==> src/hdl/mexp_pkg.sv <==
`timescale 1ns / 1ps

package mexp_pkg;

    localparam int DEFAULT_OPERAND_WIDTH = 32;
    localparam int DATA_WIDTH            = 32;
    localparam int ADDR_WIDTH            = 4;

    localparam logic [1:0] REG_MODULUS     = 2'd0;
    localparam logic [1:0] REG_PUBLIC_EXP  = 2'd1;
    localparam logic [1:0] REG_PRIVATE_EXP = 2'd2;

    localparam logic TAG_BASE = 1'b0;
    localparam logic TAG_ACC  = 1'b1;

    typedef struct packed {
        logic valid;
        logic tag;
    } mexp_ctl_t;

endpackage

==> src/hdl/mexp_cell.sv <==
`timescale 1ns / 1ps

module mexp_cell
    import mexp_pkg::*;
#(
    parameter int W = DEFAULT_OPERAND_WIDTH
)
(
    input  logic         clk,
    input  logic         rst_n,
    input  logic [W-1:0] m,
    input  mexp_ctl_t    ctl_in,
    input  logic [W-1:0] acc_in,
    input  logic [W-1:0] a_in,
    input  logic [W-1:0] b_in,
    output mexp_ctl_t    ctl_out,
    output logic [W-1:0] acc_out,
    output logic [W-1:0] a_out,
    output logic [W-1:0] b_out
);

    mexp_ctl_t    ctl_reg;
    logic [W-1:0] acc_reg;
    logic [W-1:0] a_reg;
    logic [W-1:0] b_reg;
    logic [W-1:0] acc_next;
    logic [W:0]   dbl;
    logic [W:0]   dbl_red;
    logic [W:0]   sum;
    logic [W:0]   sum_red;

    always_comb
    begin
        dbl     = {acc_in, 1'b0};
        dbl_red = (dbl >= {1'b0, m}) ? dbl - {1'b0, m} : dbl;
        sum     = dbl_red + (a_in[W-1] ? {1'b0, b_in} : {(W+1){1'b0}});
        sum_red = (sum >= {1'b0, m}) ? sum - {1'b0, m} : sum;
        acc_next = sum_red[W-1:0];
    end

    always_ff @(posedge clk or negedge rst_n)
    begin
        if (!rst_n)
        begin
            ctl_reg <= '0;
        end
        else
        begin
            ctl_reg <= ctl_in;
        end
    end

    always_ff @(posedge clk)
    begin
        acc_reg <= acc_next;
        a_reg   <= {a_in[W-2:0], 1'b0};
        b_reg   <= b_in;
    end

    assign ctl_out = ctl_reg;
    assign acc_out = acc_reg;
    assign a_out   = a_reg;
    assign b_out   = b_reg;

endmodule

==> config.mk <==
export PLATFORM = sky130hd
export DESIGN_NAME = mexp_cell
export DESIGN_NICKNAME = d
export VERILOG_FILES = /design/src/hdl/mexp_pkg.sv /design/src/hdl/mexp_cell.sv
export SDC_FILE = /design/constraint.sdc
export NUM_CORES = 1
export LEC_CHECK = 0
export BUFFER_PORTS_ARGS = -buffer_cell sky130_fd_sc_hd__buf_2
export CAP_MARGIN = 5
export CORE_MARGIN = 4
export CORE_UTILIZATION = 49
export CTS_CLUSTER_SIZE = 10
export DETAILED_ROUTE_END_ITERATION = 8
export GPL_TIMING_DRIVEN = 0
export HOLD_SLACK_MARGIN = 0.02
export PLACE_DENSITY = 0.76
export RECOVER_POWER = 100
export SYNTH_ARGS = -nofsm -noshare
export SYNTH_HDL_FRONTEND = slang
export SYNTH_SLANG_ARGS = --single-unit
==> constraint.sdc <==
create_clock -name clk -period 1.5 [get_ports clk]
set_clock_uncertainty 0.15 [all_clocks]
set_input_delay 0.3 -clock clk [delete_from_list [all_inputs] [get_ports clk]]
set_output_delay 0.3 -clock clk [all_outputs]
set_load 0.005 [all_outputs]
==> results of run 1 <==
[where the power goes]
group / switching [W] / internal (W)
clock network: 0.00116 / 0.00134
registers: 0.000136 / 0.00319
logic: 0.00588 / 0.00599
[cell usage in the layout (no fill, tap or decap), drive strengths merged, types with 40 or more instances in the layout]
cell         count
o21ai           49
buf            229
dlygate4sd3     66
nor2            64
ha              96
mux2            40
clkbuf          89
xnor2           61
dfxtp           95
a21oi          103
nand2           52
inv             69
[path summary, 6_finish.rpt]
kind	cells after the start	to	startpoint	slack, ns
max in group asynchronous	2	ctl_out[1]$_DFF_PN0_	rst_n	0.98
setup / recovery	33	acc_out[17]$_DFF_P_	acc_in[15]	-5.20
hold / removal	2	ctl_out[0]$_DFF_PN0_	rst_n	0.09
min in group clk	3	acc_out[0]$_DFF_P_	m[0]	0.26
[repair_timing]
item | in CTS | in global routing
hold buffers | 66 | 0
gates cloned | 2 | 1
pin swaps | 47 | 43
buffers inserted | 38 | 25
setup endpoints to repair | 32 | 32
gates resized for setup | 104 | 79
hold endpoints to repair | 67 | 0
[through the flow]
step | hold WS [ns] | power, W
after floorplan | -0.146 | 0.0105
final | 0.0922 | 0.0177
after CTS | 0.0885 | 0.0169
after detailed placement | -0.0612 | 0.0128
after global placement | -0.0658 | 0.0127
after global routing | 0.143 | 0.0187
[final cells by class]
type	count	area, um^2	area share (%)
inverters	64	280	2.35
clock buffers	9	225	1.89
well taps	216	270	2.26
plain buffers	16	135	1.13
clock inverters	7	90.1	0.754
flip-flops and latches	97	1950	16.3
repair buffers	359	2380	19.9
multi-input cells	781	6610	55.3
[routing by layer]
layer,routed length [um],global-route usage [%],share of wire (%),up-vias
li1,-,-,-,4195
met1,11200,34.2,41,4106
met2,13200,47.3,48,397
met3,2010,4.38,7.3,75
met4,918,10.7,3.4,4
met5,40,0,0.15,-
[registers in the layout, summed over array words and instances (netlist names)]
signal,cells
b_out,32
ctl_out,2
acc_out,32
a_out,31
[critical path: cells and delay by family]
kind	cells	cell delay, ns
buffers and inverters	6	0.95
muxes	3	0.85
xor gates and xnor gates	1	0.15
and+or+nand+nor	10	1.72
adders and majority gates	3	0.99
AOI/OAI and AO/OA	10	1.84
[kinds of logic after synthesis]
logic type / after synthesis / share of synthesized area (%)
XOR/XNOR: 80 / 8.80
AO/OA/AOI/OAI: 281 / 22.4
buffers and inverters: 86 / 4.45
AND/OR/NAND/NOR: 276 / 17.7
flip-flops: 97 / 24.5
multiplexers: 44 / 6.32
adder cells (fa/ha/maj): 99 / 15.8
other: 1 / 0.0471
==> summary.txt, run 1 <==
YOSYS
------------------------------------------------------------------------------------------------------
Synthesized netlist net count                                                                     1195
Leading register cell type out of synthesis                                               sky130_fd_sc_hd__dfxtp_1
Number of instances in the synthesized netlist                                                     964
Sequential share of the synthesized area                                                         24.5%
Mapped Area                                                                                  7960 um^2
Most instantiated cells after synthesis                                                   103 x sky130_fd_sc_hd__a21oi_1, 96 x sky130_fd_sc_hd__ha_1, 95 x sky130_fd_sc_hd__dfxtp_1
Synth area leaders                                                                        sky130_fd_sc_hd__dfxtp_1 24%, sky130_fd_sc_hd__ha_1 15%, sky130_fd_sc_hd__xnor2_1 6.7%
Synthesis-stage register bit count                                                                  97
Syn_area_per_cell                                                                            8.26 um^2
FFs w/ async S/R, synth                                                                          2.06%
Area share of the largest cell type after synthesis                                              23.9%
Cell accounting for the most synthesized area                                             sky130_fd_sc_hd__dfxtp_1
Number of enable flip-flop cells after synthesis                                                     0
Netlist cell types                                                                                  65
Top-count cell post-synth                                                                 sky130_fd_sc_hd__a21oi_1
Number of warning messages in the yosys log                                                          0

TIMING
------------------------------------------------------------------------------------------------------
Final number of max-transition violations                                                            0
Unrepaired setup endpoints after global routing                                                    yes
Crit path setup slack, layout                                                                 -5.20 ns
Total negative setup slack                                                                  -165.87 ns
Worst slew margin relative to its limit                                                          60.5%
Worst slew pin tran                                                                           0.586 ns
Period utilization                                                                                447%
Min Tclk post-route                                                                            6.70 ns
Final hold violations                                                                                0
Final number of setup-violating endpoints                                                           32
Highest attainable clock frequency                                                             149 MHz

CELLS AND AREA
------------------------------------------------------------------------------------------------------
Number of cells in the finished layout apart from fillers                                         1549
Number of fill cells                                                                              1154
Area growth from synthesis to final layout                                                       50.0%
Final Instance Area                                                                         11900 um^2
Final antenna diode count                                                                            0
Final #Nets                                                                                       1559
Finished Core Util                                                                               75.2%
Layout cell share with drive strength beyond 1                                                   31.7%

CRITICAL PATH
------------------------------------------------------------------------------------------------------
Critical Path Slowest Stage Cell                                                          sky130_fd_sc_hd__a2111o_1
Crit path largest cell delay                                                                   0.42 ns
Worst endpoint required time                                                                   1.61 ns
Critical path arrival                                                                          6.81 ns
Most frequent CP cell                                                                     sky130_fd_sc_hd__a21oi_2
Worst Setup End Kind                                                                          register
Worst Setup Path Type                                                                     input pin to register
Largest fanout on the critical path                                                                 10
Worst setup SP type                                                                          input pin

FLOORPLAN
------------------------------------------------------------------------------------------------------
Horizontal die dimension                                                                        135 um
Ports placed on the boundary                                                                       230
Core Rows                                                                                           46
Initial Util                                                                                     50.1%
Die outline area                                                                            18400 um^2
Y dimension of the die                                                                          135 um
Core outline area                                                                           15900 um^2

ROUTING
------------------------------------------------------------------------------------------------------
Via-to-Cell Ratio                                                                                 5.67
Drt initial violations                                                                             583
Total via count after detailed routing                                                            8777
Residual DRC count                                                                                   0
Number of optimization iterations in the first detailed-route pass                                   5
ANT nets after route                                                                                 0
Average wire length per cell after detail routing                                              17.7 um
Total detailed-routing wirelength                                                             27400 um

PLACEMENT
------------------------------------------------------------------------------------------------------
Post-placement worst setup slack                                                              -6.81 ns
Cell Area, Placed                                                                            9770 um^2
Routability-driven placement congestion ratio                                                    0.960
Number of port buffers                                                                             228
Cell count after placement                                                                        1408
Final HPWL from detailed placement                                                            19400 um

JOB
------------------------------------------------------------------------------------------------------
Max-cap violation count                                                                              0

GLOBAL ROUTING
------------------------------------------------------------------------------------------------------
Remaining Overflow, GRT                                                                              0
Number of global-route vias before repair                                                         8274
First-pass GRT wire length                                                                    40400 um
Overall routing resource usage                                                                   27.4%
Antenna violations before repair                                                                     2
Largest net degree at the start of global routing                                                   20

CLOCK TREE
------------------------------------------------------------------------------------------------------
Total number of clock tree sinks                                                                    97
Cts bufs inserted                                                                                    9
Max clock buf depth                                                                                  2
TritonCTS clock tree                                                                             built
Buffer cell driving the clock tree root                                                   sky130_fd_sc_hd__clkbuf_16
CTS H-tree lvls                                                                                      3
Clock transition at the register clock pins on the worst setup and hold paths after CTS        0.07 ns

POWER AND IR DROP
------------------------------------------------------------------------------------------------------
Power Dens Cells                                                                          1480 nW/um^2
Lkg Pwr                                                                                        5.40 nW
Peak supply drop                                                                              0.848 mV

RUN STATUS
------------------------------------------------------------------------------------------------------
Violated checks                                                                           setup timing
Outcome                                                                                   complete, but fails checks

HOLD PATH
------------------------------------------------------------------------------------------------------
Worst min-delay path category                                                             input pin to async pin

Note: power is estimated with default switching activity, not from simulation.
==> run 2, diff against run 1 <==
--- a/config.mk
+++ b/config.mk
@@ -7,13 +7,15 @@
 export LEC_CHECK = 0
 export BUFFER_PORTS_ARGS = -buffer_cell sky130_fd_sc_hd__buf_2
 export CAP_MARGIN = 5
+export CELL_PAD_IN_SITES_DETAIL_PLACEMENT = 0
+export CELL_PAD_IN_SITES_GLOBAL_PLACEMENT = 1
 export CORE_MARGIN = 4
-export CORE_UTILIZATION = 49
+export CORE_UTILIZATION = 42
 export CTS_CLUSTER_SIZE = 10
 export DETAILED_ROUTE_END_ITERATION = 8
 export GPL_TIMING_DRIVEN = 0
 export HOLD_SLACK_MARGIN = 0.02
-export PLACE_DENSITY = 0.76
+export PLACE_DENSITY_LB_ADDON = 0.1
 export RECOVER_POWER = 100
 export SYNTH_ARGS = -nofsm -noshare
 export SYNTH_HDL_FRONTEND = slang
==> summary.txt, run 2 (synthesis gave the netlist of run 1 again) <==
POWER AND IR DROP
------------------------------------------------------------------------------------------------------
Overall Power                                                                                 0.0171 W   -3.6%
Power Dens Cells                                                                          1460 nW/um^2   -1.4%
Peak supply drop                                                                              0.589 mV   -31%
Lkg Pwr                                                                                        5.36 nW   -0.72%

TIMING
------------------------------------------------------------------------------------------------------
Min Tclk post-route                                                                            6.92 ns   +0.213 ns
Final number of setup-violating endpoints                                                           32   unchanged
Unrepaired setup endpoints after global routing                                                    yes
Crit path setup slack, layout                                                                 -5.42 ns   -0.213 ns
Worst slew margin relative to its limit                                                          65.0%   +4.5 points
Post-route worst hold slack                                                                   0.103 ns   +0.0106 ns
Highest attainable clock frequency                                                             145 MHz   -3.1%
Final hold violations                                                                                0   unchanged
Worst slew pin tran                                                                           0.524 ns   -0.0620 ns
Period utilization                                                                                461%   +14 points
Final number of max-transition violations                                                            0   unchanged

PLACEMENT
------------------------------------------------------------------------------------------------------
Final HPWL from detailed placement                                                            20200 um   +4.0%
Number of port buffers                                                                             228   unchanged
Cell Area, Placed                                                                            9790 um^2   +0.23%
Routability-driven placement congestion ratio                                                    0.898   -6.5%

CRITICAL PATH
------------------------------------------------------------------------------------------------------
Largest fanout on the critical path                                                                  7   -3
Worst Setup End Kind                                                                          register
Crit path largest cell delay                                                                   0.43 ns   about the same
Critical path arrival                                                                          7.02 ns   +0.21 ns
Worst setup SP type                                                                          input pin
Destination of the critical timing path                                                   acc_out[27]$_DFF_P_
Critical Path Slowest Stage Cell                                                          sky130_fd_sc_hd__a2111o_1
Worst endpoint required time                                                                   1.60 ns   about the same
Start point of the critical path                                                                  m[1]
Worst Setup Path Type                                                                     input pin to register

GLOBAL ROUTING
------------------------------------------------------------------------------------------------------
Met2 Track Usage GR                                                                              39.7%   -7.6 points
Antenna violations before repair                                                                     0   -2
GRT busiest layer                                                                                 met2
Remaining Overflow, GRT                                                                              0   unchanged
Met3 GRT Util                                                                                    4.14%   -0.24 points
Met1 GRT Util                                                                                    31.8%   -2.4 points
Number of global-route vias before repair                                                         8165   -1.3%
Overall routing resource usage                                                                   23.9%   -3.5 points
Largest net degree at the start of global routing                                                   19   -5.0%
First-pass GRT wire length                                                                    41400 um   +2.6%

ROUTING
------------------------------------------------------------------------------------------------------
Average wire length per cell after detail routing                                              17.0 um   -4.0%
Drt initial violations                                                                             412   -29%
Total via count after detailed routing                                                            8319   -5.2%
Residual DRC count                                                                                   0   unchanged
ANT nets after route                                                                                 0   unchanged
Number of optimization iterations in the first detailed-route pass                                   7   +2
Total detailed-routing wirelength                                                             26400 um   -3.4%
Via-to-Cell Ratio                                                                                 5.34   -5.8%

CELLS AND AREA
------------------------------------------------------------------------------------------------------
Register area                                                                                1950 um^2   unchanged
Most frequent cells in the layout                                                         153 x sky130_fd_sc_hd__buf_2, 95 x sky130_fd_sc_hd__dfxtp_1, 89 x sky130_fd_sc_hd__a21oi_1
Number of fill cells                                                                              1721   +49%
Final #Nets                                                                                       1551   -0.51%
Multi-input combinational cell area                                                          6400 um^2   -3.1%
Final antenna diode count                                                                            0   unchanged
Finished Core Util                                                                               62.5%   -13 points
Most common cell after layout, fill and taps aside                                        sky130_fd_sc_hd__buf_2
Area growth from synthesis to final layout                                                       46.7%
Final Instance Area                                                                         11700 um^2   -2.2%
Layout cell share with drive strength beyond 1                                                   29.2%   -2.5 points

FLOORPLAN
------------------------------------------------------------------------------------------------------
Core Rows                                                                                           50   +8.7%
Die outline area                                                                            21200 um^2   +16%
Horizontal die dimension                                                                        146 um   +7.5%
Core outline area                                                                           18700 um^2   +18%
Ports placed on the boundary                                                                       230   unchanged
Initial Util                                                                                     42.6%   -7.6 points
Y dimension of the die                                                                          146 um   +7.5%

CLOCK TREE
------------------------------------------------------------------------------------------------------
Clock transition at the register clock pins on the worst setup and hold paths after CTS        0.07 ns   about the same
Buffer cell driving the clock tree root                                                   sky130_fd_sc_hd__clkbuf_16
Max clock buf depth                                                                                  2   unchanged
TritonCTS clock tree                                                                             built
CTS H-tree lvls                                                                                      3   unchanged
Total number of clock tree sinks                                                                    97   unchanged
Cts bufs inserted                                                                                    9   unchanged

JOB
------------------------------------------------------------------------------------------------------
Max-cap violation count                                                                              0   unchanged

HOLD PATH
------------------------------------------------------------------------------------------------------
Worst min-delay path category                                                             input pin to async pin

RUN STATUS
------------------------------------------------------------------------------------------------------
Outcome                                                                                   complete, but fails checks
Violated checks                                                                           setup timing

[run 2: critical path: cells and delay by family]
kind	cells	cell delay, ns
buffers and inverters	8	1.04
adder cells (fa/ha/maj)	5	1.26
XOR/XNOR	1	0.14
multiplexers	2	0.46
AND/OR/NAND/NOR	12	2.02
AO/OA/AOI/OAI	9	1.78
[run 2: area by class of cell]
type	instances	area share [%]
Multi-Input combinational cell	781	54.8
Timing Repair Buffer	349	19.6
Sequential cell	97	16.7
Tap cell	234	2.51
Inverter	64	2.33
Clock buffer	10	2.05
Buffer	18	1.46
Clock inverter	6	0.493
[run 2: what timing repair did]
| item | 4_1_cts | 5_1_grt |
|---|---|---|
| setup buffers | 41 | 12 |
| hold buffers | 66 | 0 |
| gates resized for setup | 73 | 49 |
| endpoints found under the setup margin | 32 | 32 |
| pin swaps | 31 | 33 |
| hold endpoints to repair | 67 | 0 |
| gates cloned | 2 | 1 |
[run 2: routing by layer]
metal  up-vias  part of all wire (%)
li1       4172                     -
met1      3841                    47
met2       270                    45
met3        36                   5.8
met4         0                   2.0
met5         -                     0
[run 2: how the worst min path moves through the flow]
stage / startpoint / end / slack [ns] / cells after the start
6_report: rst_n / ctl_out[1]$_DFF_PN0_ / 0.10 / 2
5_1_grt: rst_n / ctl_out[1]$_DFF_PN0_ / 0.10 / 2
4_1_cts: rst_n / ctl_out[1]$_DFF_PN0_ / 0.09 / 2
3_5_place_dp: rst_n / ctl_out[1]$_DFF_PN0_ / -0.06 / 1
3_3_place_gp: rst_n / ctl_out[0]$_DFF_PN0_ / -0.06 / 1
2_1_floorplan: rst_n / ctl_out[0]$_DFF_PN0_ / -0.15 / 0
[run 2: metrics by stage]
stage / std cells / setup TNS [ns] / setup WS [ns]
after floorplan: 964 / -156.14 / -4.90
after global placement: 1426 / -220.18 / -6.93
after detailed placement: 1426 / -218.75 / -6.89
after CTS: 1547 / -170.67 / -5.41
after global routing: 1559 / -183.63 / -5.76
final: 1559 / -172.79 / -5.42
[run 2: power breakdown]
| group | switching [W] | internal, W |
|---|---|---|
| combinational | 0.00561 | 0.00580 |
| sequential | 0.000121 | 0.00319 |
| clock | 0.00113 | 0.00121 |
| total | 0.00686 | 0.0102 |
